[config.mk]
export PLATFORM = sky130hd
export DESIGN_NAME = rtu_frame_receiver
export DESIGN_NICKNAME = d
export VERILOG_FILES = /design/src/design/rtu_pkg.sv /design/src/design/rtu_frame_receiver.sv
export SDC_FILE = /design/constraint.sdc
export NUM_CORES = 1
export LEC_CHECK = 0
export BUFFER_PORTS_ARGS = -buffer_cell sky130_fd_sc_hd__buf_2
export CORE_ASPECT_RATIO = 0.7
export CORE_MARGIN = 8
export CORE_UTILIZATION = 50
export CTS_BUF_LIST = sky130_fd_sc_hd__clkbuf_2 sky130_fd_sc_hd__clkbuf_4 sky130_fd_sc_hd__clkbuf_8
export DETAILED_ROUTE_END_ITERATION = 16
export GPL_ROUTABILITY_DRIVEN = 0
export GPL_TIMING_DRIVEN = 0
export PLACE_DENSITY = 0.66
export REMOVE_ABC_BUFFERS = 1
export SYNTH_ARGS = -nofsm -noshare
export SYNTH_HDL_FRONTEND = slang
export SYNTH_SLANG_ARGS = --single-unit
[constraint.sdc]
create_clock -name clk -period 6.25 [get_ports clk]
set_input_delay 0.625 -clock clk [delete_from_list [all_inputs] [get_ports clk]]
set_output_delay 0.625 -clock clk [all_outputs]
set_load 0.02 [all_outputs]
[src/design/rtu_pkg.sv]
// Package for the RTU frame receiver: sizes, codes, transaction types, CRC table.
package rtu_pkg;

  localparam int BUF_BYTES = 64;
  localparam int BUF_AW    = $clog2(BUF_BYTES);
  localparam int CNT_W     = $clog2(BUF_BYTES + 1);

  localparam logic [7:0]  GAP_RESET    = 8'd40;
  localparam logic [7:0]  TICK_MAX     = 8'hFF;
  localparam logic [15:0] CRC_INIT     = 16'hFFFF;
  localparam logic [15:0] CRC_RESIDUE  = 16'h0000;
  localparam logic [15:0] CRC_POLY     = 16'hA001;
  localparam int          FUNC_EXC_BIT = 7;

  typedef enum logic [1:0] {
    CMD_BYTE = 2'd0,
    CMD_TICK = 2'd1,
    CMD_READ = 2'd2,
    CMD_TAKE = 2'd3
  } cmd_t;

  typedef enum logic [1:0] {
    PH_ADDR = 2'd0,
    PH_FUNC = 2'd1,
    PH_DATA = 2'd2
  } phase_t;

  typedef struct packed {
    cmd_t       cmd;
    logic [7:0] rx_byte;
    logic [5:0] read_index;
  } rtu_in_t;

  typedef struct packed {
    logic       frame_ready;
    logic [7:0] frame_address;
    logic [7:0] frame_function;
    logic [6:0] frame_length;
    logic [7:0] exception_code;
    logic [7:0] read_byte;
    phase_t     rx_phase;
  } rtu_out_t;

  typedef logic [15:0] crc_tab_t [256];

  // Byte-wide table for the reflected CRC-16/Modbus, built at elaboration.
  function automatic crc_tab_t crc_tab_gen();
    crc_tab_t    tab;
    logic [15:0] c;
    for (int i = 0; i < 256; i++) begin
      c = 16'(i);
      for (int k = 0; k < 8; k++) begin
        if (c[0]) c = (c >> 1) ^ CRC_POLY;
        else      c = c >> 1;
      end
      tab[i] = c;
    end
    return tab;
  endfunction

  localparam crc_tab_t CRC_TAB = crc_tab_gen();

endpackage

[src/design/rtu_frame_receiver.sv]
// Modbus RTU frame receiver: byte/tick framing, CRC-16 check, data buffer in RAM.
//
//  channel | direction | handshake           | payload
//  --------+-----------+---------------------+-------------------------------
//  in_     | input     | in_valid/in_ready   | rtu_in_t  (cmd, byte, index)
//  out_    | output    | out_valid/out_ready | rtu_out_t (frame status, data)
//  cfg_    | input     | cfg_wr_en           | cfg_wr_data = gap_ticks
//
// One transaction per cycle sustained while out_ready allows; each result appears in
// the cycle after its input is accepted, like the registered read of the 64-byte receive buffer RAM.
// in_ready = !out_valid || out_ready: the output register parts the two sides.
// Reset is synchronous (rst_n low) and clears all control state at once; the
// buffer RAM is not cleared, there is no clearing pass.
module rtu_frame_receiver
  import rtu_pkg::*;
(
  input  logic       clk,
  input  logic       rst_n,
  input  logic       in_valid,
  output logic       in_ready,
  input  rtu_in_t    in_data,
  output logic       out_valid,
  input  logic       out_ready,
  output rtu_out_t   out_data,
  input  logic       cfg_wr_en,
  input  logic [7:0] cfg_wr_data
);

  // Frame state, updated at input acceptance; gap_r is written by cfg_wr_en
  logic [7:0]       gap_r;
  phase_t           phase_r,   phase_nxt;
  logic [15:0]      crc_r,     crc_nxt;
  logic [7:0]       addr_r,    addr_nxt;
  logic [7:0]       func_r,    func_nxt;
  logic [CNT_W-1:0] cnt_r,     cnt_nxt;
  logic             pend_r,    pend_nxt;
  logic             armed_r,   armed_nxt;
  logic [7:0]       tick_r,    tick_nxt;

  // Receive buffer RAM and its registered read
  logic [7:0]        rx_mem_r [BUF_BYTES];
  logic [7:0]        mem_q_r;
  logic              mem_we;
  logic [BUF_AW-1:0] mem_waddr;
  logic [BUF_AW-1:0] mem_raddr;

  // Output stage: snapshot of state after the transaction
  logic             out_valid_r;
  phase_t           s1_phase_r;
  logic [7:0]       s1_addr_r;
  logic [7:0]       s1_func_r;
  logic [CNT_W-1:0] s1_cnt_r;
  logic             s1_pend_r;
  logic             s1_rd_sel_r;
  logic             s1_err_clr_r;
  logic             s1_err_ld_r;
  // error_byte lives at the output side, since an exception take loads it
  // from the RAM read data
  logic [7:0]       err_r;

  logic             err_clr, err_ld, rd_sel;
  logic             in_acc, out_acc;
  logic             end_chk, take;
  logic [CNT_W-1:0] slot;

  assign in_ready = !out_valid_r || out_ready;
  assign in_acc   = in_valid && in_ready;
  assign out_acc  = out_valid_r && out_ready;

  always_comb begin
    phase_nxt = phase_r;
    crc_nxt   = crc_r;
    addr_nxt  = addr_r;
    func_nxt  = func_r;
    cnt_nxt   = cnt_r;
    pend_nxt  = pend_r;
    armed_nxt = armed_r;
    tick_nxt  = tick_r;
    err_clr   = 1'b0;
    err_ld    = 1'b0;
    rd_sel    = 1'b0;
    mem_we    = 1'b0;
    mem_waddr = '0;
    mem_raddr = '0;
    end_chk   = 1'b0;
    take      = 1'b0;
    slot      = '0;

    unique case (in_data.cmd)
      CMD_BYTE: begin
        if (!pend_r) begin
          unique case (phase_r)
            PH_ADDR: begin
              crc_nxt   = CRC_INIT;
              addr_nxt  = in_data.rx_byte;
              phase_nxt = PH_FUNC;
              cnt_nxt   = '0;
              err_clr   = 1'b1;
            end
            PH_FUNC: begin
              func_nxt  = in_data.rx_byte;
              phase_nxt = PH_DATA;
            end
            PH_DATA: begin
              // full buffer: keep overwriting the last slot
              slot      = (cnt_r >= CNT_W'(BUF_BYTES)) ? CNT_W'(BUF_BYTES - 1) : cnt_r;
              mem_we    = 1'b1;
              mem_waddr = BUF_AW'(slot);
              cnt_nxt   = slot + CNT_W'(1);
            end
            default: ; // unused code: CRC and timer only
          endcase
          armed_nxt = 1'b1;
          tick_nxt  = '0;
          crc_nxt   = {8'h00, crc_nxt[15:8]} ^ CRC_TAB[crc_nxt[7:0] ^ in_data.rx_byte];
        end
      end
      CMD_TICK: begin
        if (tick_r != TICK_MAX) tick_nxt = tick_r + 8'd1;
        end_chk = 1'b1;
      end
      CMD_READ: begin
        rd_sel    = 32'(in_data.read_index) < 32'(BUF_BYTES);
        mem_raddr = BUF_AW'(in_data.read_index);
      end
      CMD_TAKE: begin
        end_chk   = 1'b1;
        take      = 1'b1;
        mem_raddr = '0;
      end
      default: ;
    endcase

    // Frame end on silence; tick runs ahead of the check
    if (end_chk && armed_r && (tick_nxt > gap_r)) begin
      if ((phase_r == PH_DATA) && (crc_r == CRC_RESIDUE) && !pend_r) begin
        cnt_nxt  = (cnt_r >= CNT_W'(2)) ? cnt_r - CNT_W'(2) : '0;
        pend_nxt = 1'b1;
      end else begin
        pend_nxt = 1'b0;
      end
      crc_nxt   = CRC_INIT;
      phase_nxt = PH_ADDR;
      armed_nxt = 1'b0;
      tick_nxt  = '0;
    end

    if (take && pend_nxt) begin
      if (func_r[FUNC_EXC_BIT]) begin
        err_ld  = 1'b1;
        cnt_nxt = CNT_W'(1);
      end
      pend_nxt = 1'b0;
    end
  end

  always_ff @(posedge clk) begin
    if (!rst_n) begin
      gap_r <= GAP_RESET;
    end else if (cfg_wr_en) begin
      gap_r <= cfg_wr_data;
    end
  end

  always_ff @(posedge clk) begin
    if (!rst_n) begin
      phase_r <= PH_ADDR;
      crc_r   <= CRC_INIT;
      addr_r  <= '0;
      func_r  <= '0;
      cnt_r   <= '0;
      pend_r  <= 1'b0;
      armed_r <= 1'b0;
      tick_r  <= '0;
    end else if (in_acc) begin
      phase_r <= phase_nxt;
      crc_r   <= crc_nxt;
      addr_r  <= addr_nxt;
      func_r  <= func_nxt;
      cnt_r   <= cnt_nxt;
      pend_r  <= pend_nxt;
      armed_r <= armed_nxt;
      tick_r  <= tick_nxt;
    end
  end

  // Write and read never address the same transaction, so no forwarding:
  // a later read is issued at a later edge than the write.
  always_ff @(posedge clk) begin
    if (in_acc && mem_we) rx_mem_r[mem_waddr] <= in_data.rx_byte;
    if (in_acc)           mem_q_r <= rx_mem_r[mem_raddr];
  end

  always_ff @(posedge clk) begin
    if (!rst_n) begin
      out_valid_r <= 1'b0;
      err_r       <= '0;
    end else begin
      if (in_acc)       out_valid_r <= 1'b1;
      else if (out_acc) out_valid_r <= 1'b0;
      if (out_acc)      err_r <= out_data.exception_code;
    end
  end

  always_ff @(posedge clk) begin
    if (in_acc) begin
      s1_phase_r   <= phase_nxt;
      s1_addr_r    <= addr_nxt;
      s1_func_r    <= func_nxt;
      s1_cnt_r     <= cnt_nxt;
      s1_pend_r    <= pend_nxt;
      s1_rd_sel_r  <= rd_sel;
      s1_err_clr_r <= err_clr;
      s1_err_ld_r  <= err_ld;
    end
  end

  assign out_valid               = out_valid_r;
  assign out_data.frame_ready    = s1_pend_r;
  assign out_data.frame_address  = s1_addr_r;
  assign out_data.frame_function = s1_func_r;
  assign out_data.frame_length   = 7'(s1_cnt_r);
  assign out_data.exception_code = s1_err_ld_r  ? mem_q_r :
                                   s1_err_clr_r ? 8'h00   : err_r;
  assign out_data.read_byte      = s1_rd_sel_r ? mem_q_r : 8'h00;
  assign out_data.rx_phase       = s1_phase_r;

endmodule

Word level (Yosys, flattened, before mapping)
Memories as Yosys holds them, arrays and structs flattened. A register that Yosys moved wholly into a read port is not among the register bits. Index checks and enable logic that the tools add are counted.

$add $sub $neg: 3. $mul: 0. Divide/modulo/power cells: 0. Magnitude comparators: 4. Equality and inequality tests: 7. Shift-type cells: 0. Muxes and demuxes: 56. Bitwise logic cells: 4. Reduce and logical (&&, ||, !) cells: 19.

Operators by type and width (number): two-way mux 16 bit (8); two-way mux 8 bit (12); two-way mux 7 bit (8); two-way mux 6 bit (4); two-way mux 1 bit (18); zero test 16 bit (1); one-hot mux 8 bit (2 select lines) (1); bitwise XOR 8 x 16 -> 16 bit (1); one-hot mux 7 bit (2 select lines) (1); >= comparator 9 bit, second input constant (1); NOT 8 -> 9 bit (1); adder 8 x 1 -> 8 bit, second input constant (1); > comparator 8 bit (1); logical AND 1 bit (8); inequality test 8 bit, second input constant (1); bitwise XOR 8 bit (1); adder 7 x 1 -> 7 bit, second input constant (1); >= comparator 7 x 2 -> 1 bit, second input constant (1); >= comparator 7 bit, second input constant (1); subtractor 7 x 2 -> 7 bit, second input constant (1); equality test 2 bit, second input constant (3); two-way mux 2 bit (3); equality test 2 x 1 -> 1 bit, second input constant (2); zero test 2 bit (2); other kinds (8) (11).

Register bits after elaboration: 97. Bits in latches: 0. RAM bits: 512. Bits in read-only memories: 4096. Input bits: 29. Output and inout port bits: 44. Logic and storage cells: 114. Memories kept: 2.

Memory list: (name not given) (words 256, bits a word 16, rd ports 1, clocked after Yosys merged registers in 0, wr ports 0, line rtu_frame_receiver.sv:115) `crc_nxt = {8'h00, crc_nxt[15:8]} ^ CRC_TAB[crc_nxt[7:0] ^ in_data.rx_byte];`; rx_mem_r (words 64, bits a word 8, rd ports 1, clocked after Yosys merged registers in 1, wr ports 1, line rtu_frame_receiver.sv:41) `logic [7:0] rx_mem_r [BUF_BYTES];`.

Logic depth before layout (Yosys ltp)
Word-level depth: 13. Gate-level depth with buffers: 16. Mapped depth without buffers: 14.

Worst setup path after synthesis
OpenSTA, ideal clock, no wires.

Kind: input-to-reg. Start point: in in_data[14] (netlist bit). End point: reg s1_cnt_r[0], data pin. Setup time: 0.270 ns. Arrival time: 3.687 ns. Required time: 5.980 ns. Slack: 2.293 ns. Stages on the path: 14. Path buffers: 2. Path through: buf_2 > nand2b_1 > a41o_1 > or3_1 > or2_2 > a21oi_1 > ha_1 > a21o_1 > o21ai_0 > a2111oi_4 > buf_6 > a21oi_1 > nor2_1 > or3_2.

Cells in the longest elaborated chain, start to end: 8. Elaborated cells on any way between the ends: 17. Classes of those cells: order compare: 1; eq/ne: 2; mux: 9; reduce/logical: 5.

Ends and longest elaborated chain: start, declared (line rtu_frame_receiver.sv:21) `input rtu_in_t in_data,`; branches (longest 7 deep; another with > comparator 8 bit); two-way mux 7 bit (*) (line rtu_frame_receiver.sv:148) `if (take && pend_nxt) begin`; via cnt_nxt[0] (line rtu_frame_receiver.sv:35) `logic [CNT_W-1:0] cnt_r, cnt_nxt;`; end signal, assigned (line rtu_frame_receiver.sv:210) `s1_cnt_r <= cnt_nxt;`; end, declared (line rtu_frame_receiver.sv:52) `logic [CNT_W-1:0] s1_cnt_r;`.

Mark *: on every way through the listed nets, which the timed path passes. A chain may end at the register's enable or synchronous reset.

Worst setup path after layout
Start point: in in_data[15] (netlist bit). End point: reg mem_q_r[7] (read register of rx_mem_r), data pin.

Cells in the longest elaborated chain, start to end: 2.

Ends and longest elaborated chain: equality test 2 bit (line rtu_frame_receiver.sv:89) `unique case (in_data.cmd)`; two-way mux 6 bit (line rtu_frame_receiver.sv:89); end, declared (line rtu_frame_receiver.sv:42) `logic [7:0] mem_q_r;`.

No other way between the ends.

==> report_table.html <==
<table>
<tr><th>Metric</th><th>Value</th></tr>
<tr><th colspan="2">Clock network</th></tr>
<tr><td>Number of buffers added for setup after CTS</td><td>0</td></tr>
<tr><td>Count of clock tree sinks</td><td>617</td></tr>
<tr><td>Clock-pin slew on the worst setup and hold paths</td><td>0.06 ns</td></tr>
<tr><td>Level count of the clock H-tree</td><td>3</td></tr>
<tr><td>Cell at the root of the clock tree</td><td>clkbuf_8</td></tr>
<tr><td>Largest buffer count on any clock path</td><td>3</td></tr>
<tr><td>Total CTS buffers</td><td>92</td></tr>
<tr><td>Clock network latency to the later pin of the worst-skew pair</td><td>about 0.70 ns</td></tr>
<tr><td>Total of cells resized after clock tree synthesis</td><td>0</td></tr>
<tr><td>Clock tree from TritonCTS</td><td>done</td></tr>
<tr><td>Hold buffer count at CTS</td><td>0</td></tr>
<tr><th colspan="2">Timing</th></tr>
<tr><td>Fmax</td><td>194 MHz</td></tr>
<tr><td>Final cycle utilization of the critical path</td><td>0.824</td></tr>
<tr><td>Worst hold slack</td><td>approximately 0.16 ns</td></tr>
<tr><td>Count of endpoints failing setup in the final report</td><td>0</td></tr>
<tr><td>Least-Margin Pin Slew</td><td>1.39 ns</td></tr>
<tr><td>Hold violation total from the final report</td><td>0</td></tr>
<tr><td>Unrepaired setup endpoints after global routing</td><td>false</td></tr>
<tr><td>Min Clock Period, post-route</td><td>between 5 and 6 ns</td></tr>
<tr><td>Max-slew headroom at the worst pin</td><td>0.0760</td></tr>
<tr><td>Worst-case clock skew</td><td>approximately 0.045 ns</td></tr>
<tr><td>Final Max Tran Viols</td><td>0</td></tr>
<tr><th colspan="2">Setup path</th></tr>
<tr><td>End of the worst register-to-register path</td><td>crc_r[0]</td></tr>
<tr><td>Startpoint of the lowest-slack register-to-register path</td><td>pend_r</td></tr>
<tr><td>Launch point of the worst path</td><td>in_data[15]</td></tr>
<tr><td>CP Max Fanout</td><td>25</td></tr>
<tr><td>CP endpoint</td><td>mem_q_r[7]</td></tr>
<tr><td>Cell count of the worst reg-to-reg path</td><td>10</td></tr>
<tr><td>Type of element capturing the critical path</td><td>flop</td></tr>
<tr><td>Start-to-end type of the worst setup path</td><td>input port to flop</td></tr>
<tr><td>Worst setup SP type</td><td>input port</td></tr>
<tr><td>Worst Path Arrival</td><td>between 5 and 6 ns</td></tr>
<tr><td>Setup slack on the worst flop-to-flop path</td><td>between 1.5 and 2 ns</td></tr>
<tr><td>CP required</td><td>roughly 6.6 ns</td></tr>
<tr><th colspan="2">Power</th></tr>
<tr><td>Total internal power</td><td>6.25 mW</td></tr>
<tr><td>Standby leakage power</td><td>9.46 nW</td></tr>
<tr><td>Logic pwr share</td><td>0.067</td></tr>
<tr><td>Peak supply drop</td><td>approximately 170 uV</td></tr>
<tr><td>Clock network fraction of design power</td><td>0.378</td></tr>
<tr><td>Seq pwr share</td><td>0.555</td></tr>
<tr><td>Sw Share</td><td>0.237</td></tr>
<tr><td>Power after layout</td><td>roughly 8.2 mW</td></tr>
<tr><td>NetSw</td><td>1.95 mW</td></tr>
<tr><td>Power density relative to cell area</td><td>288 nW/um^2</td></tr>
<tr><th colspan="2">Floorplanning</th></tr>
<tr><td>I/O pins</td><td>73</td></tr>
<tr><td>Die boundary width</td><td>288 um</td></tr>
<tr><td>Area of the core</td><td>roughly 50000 um^2</td></tr>
<tr><td>Initial core utilization</td><td>0.507</td></tr>
<tr><td>Die ar.</td><td>59200 um^2</td></tr>
<tr><td>Number of placement rows</td><td>69</td></tr>
<tr><td>Die Ht</td><td>206 um</td></tr>
<tr><th colspan="2">Synth</th></tr>
<tr><td>Mean instance size in the synthesized netlist</td><td>between 10 and 15 um^2</td></tr>
<tr><td>Ys Warns</td><td>0</td></tr>
<tr><td>Cell count after synthesis</td><td>1888</td></tr>
<tr><td>Prevailing post-synth register cell</td><td>edfxtp_1</td></tr>
<tr><td>Sequential area share after synthesis</td><td>0.692</td></tr>
<tr><td>Number of register bits inferred by synthesis</td><td>617</td></tr>
<tr><td>Post-synth EDFFs</td><td>549</td></tr>
<tr><td>Unique cell type count in the Yosys netlist</td><td>70</td></tr>
<tr><td>Async SR Flop Fraction</td><td>0</td></tr>
<tr><td>Post-synthesis instance area</td><td>25800 um^2</td></tr>
<tr><th colspan="2">Drt</th></tr>
<tr><td>Drt wl/cell</td><td>about 24 um</td></tr>
<tr><td>Routed wire length</td><td>about 65000 um</td></tr>
<tr><td>DRC marker count from the first detailed-route iteration</td><td>about 1900</td></tr>
<tr><td>Detail-routed via count per cell</td><td>6.14</td></tr>
<tr><td>Total number of vias</td><td>16500</td></tr>
<tr><td>Remaining antenna violation count after routing</td><td>0</td></tr>
<tr><td>Detailed Routing Iterations Pass 1</td><td>5</td></tr>
<tr><td>Remaining DRCs</td><td>0</td></tr>
<tr><th colspan="2">Place</th></tr>
<tr><td>Placed instance count</td><td>2520</td></tr>
<tr><td>Post-detailed-placement cell area</td><td>26700 um^2</td></tr>
<tr><td>Post-DP HPWL</td><td>39400 um</td></tr>
<tr><td>Number of buffer cells added on primary ports</td><td>72</td></tr>
<tr><th colspan="2">Global route</th></tr>
<tr><td>Remaining Overflow, GRT</td><td>0</td></tr>
<tr><td>Maximum number of pins on one net before global-route repair</td><td>87</td></tr>
<tr><td>Number of antenna violations at the first check in global routing</td><td>2</td></tr>
<tr><td>Global Route Usage Sum</td><td>0.217</td></tr>
<tr><td>First-pass GRT wire length</td><td>98000 um</td></tr>
<tr><td>Via count of the first global-routing pass</td><td>15900</td></tr>
<tr><th colspan="2">Worst hold path</th></tr>
<tr><td>Hold Path Class</td><td>input port to flop</td></tr>
<tr><td>Hold path depth</td><td>3</td></tr>
<tr><th colspan="2">Finish</th></tr>
<tr><td>Commonest cells after routing, fill and taps aside</td><td>edfxtp_1, nor2_1, nand2_1, a21oi_1, mux2i_1</td></tr>
<tr><td>Most common library cell in the layout ignoring fill and taps</td><td>edfxtp_1</td></tr>
<tr><td>Final cell area excluding filler cells</td><td>about 28000 um^2</td></tr>
<tr><td>Cell Count, Final, Fillers Out</td><td>2682</td></tr>
<tr><td>Fillers</td><td>4074</td></tr>
<tr><td>Share of final-layout standard cells stronger than drive strength 1</td><td>0.142</td></tr>
<tr><td>Net total in the final layout</td><td>1986</td></tr>
<tr><td>Area Overhead vs Synth</td><td>10.2%</td></tr>
<tr><td>Final core occ</td><td>0.559</td></tr>
<tr><th colspan="2">Status</th></tr>
<tr><td>Status</td><td>complete, no violations</td></tr>
<tr><th colspan="2">Flow run</th></tr>
<tr><td>Max-Cap Viols</td><td>0</td></tr>
</table>
==> power groups by stage <==
stage	Sequential (mW)	Combinational, mW	Clock, mW
global route	4.55	0.585	3.31
detailed placement	4.64	0.536	0
floorplan	4.64	0.263	0
finish	4.55	0.547	3.10
CTS	4.55	0.538	3.14
global placement	4.64	0.526	0
==> worst min path at each step <==
| stage | start | to |
|---|---|---|
| finish | cfg_wr_data[5] | gap_r[5] |
| global route | cfg_wr_data[5] | gap_r[5] |
| CTS | cfg_wr_data[5] | gap_r[5] |
| detailed placement | addr_r[3] | addr_r[3] |
| global placement | func_r[2] | func_r[2] |
| floorplan | addr_r[0] | addr_r[0] |
==> kinds of logic after synthesis <==
kind of cell	count (synthesis)	share of synthesized area
AOI/OAI and AO/OA	465	0.117
xor gates and xnor gates	39	0.0143
adders and majority gates	16	0.00776
buffers and inverters	142	0.0226
DFF	617	0.692
muxes	160	0.0653
and+or+nand+nor	449	0.0814
==> stage by stage <==
stage,setup TNS (ns),worst slack [ns]
3_3_place_gp,-15.48,-2.11
5_1_grt,0,1.02
2_1_floorplan,0,2.30
6_report,0,1.10
3_5_place_dp,0,0.223
4_1_cts,0,0.913
==> registers in the layout, summed over array words and instances (netlist names), 7 cells and up <==
name	count
s1_func_r	8
mem_q_r	8
err_r	8
rx_mem_r	512
s1_addr_r	8
func_r	8
addr_r	8
tick_r	8
cnt_r	7
gap_r	8
s1_cnt_r	7
crc_r	16
==> synth_stat cells (10+ instances only) <==
library cell  instances  area share
a211oi_1             33      0.0096
a21boi_0             20      0.0058
buf_1                16      0.0023
a22oi_1              17      0.0049
nor2_1              142       0.021
ha_1                 16      0.0078
o211ai_1             10      0.0029
and2_1               15      0.0036
a31oi_1              25      0.0061
xnor2_1              29      0.0098
mux2i_1             111       0.043
o22ai_1              34      0.0082
nand3_1              29      0.0056
inv_1                18      0.0026
o221ai_1             14      0.0048
dfxtp_1              68       0.053
a21oi_1             122       0.024
o21ai_0              97       0.019
edfxtp_1            549        0.64
nand2_1             136       0.020
buf_2                25      0.0048
nand2b_1             18      0.0044
nor3_1               26      0.0050
a211o_1              16      0.0054
nand3b_1             11      0.0032
mux2_2               47       0.021
nor2b_1              30      0.0073
a221oi_1             21      0.0071
a2bb2oi_1            13      0.0044
clkbuf_1             80       0.012
==> area by class of cell <==
| type | instances | area [um^2] | share of cell area |
|---|---|---|---|
| flip-flops and latches | 617 | 17800 | 0.628 |
| multi-input cells | 1129 | 7390 | 0.260 |
| clock buffers | 115 | 1440 | 0.0506 |
| well taps | 674 | 843 | 0.0297 |
| repair buffers | 83 | 597 | 0.0210 |
| clock inverters | 45 | 246 | 0.00867 |
| inverters | 18 | 67.6 | 0.00238 |
| diodes | 1 | 2.50 | 0.0000880 |
==> critical path, stage by stage <==
cell	delay (ns)
buf_2	0.31
nand2b_1	0.81
inv_1	1.09
nand2_1	0.97
a311oi_1	0.92
a311oi_1	0.14
a31oi_1	0.62
==> layer usage <==
| layer | global-route usage | share of wire | routed length [um] | vias up |
|---|---|---|---|---|
| li1 | - | - | - | 7320 |
| met1 | 0.325 | 0.45 | 29700 | 8257 |
| met2 | 0.313 | 0.43 | 28200 | 791 |
| met3 | 0.0558 | 0.097 | 6320 | 111 |
| met4 | 0.0570 | 0.018 | 1200 | 0 |
| met5 | 0 | 0 | 0 | - |
(Power assumes the default switching activity.)
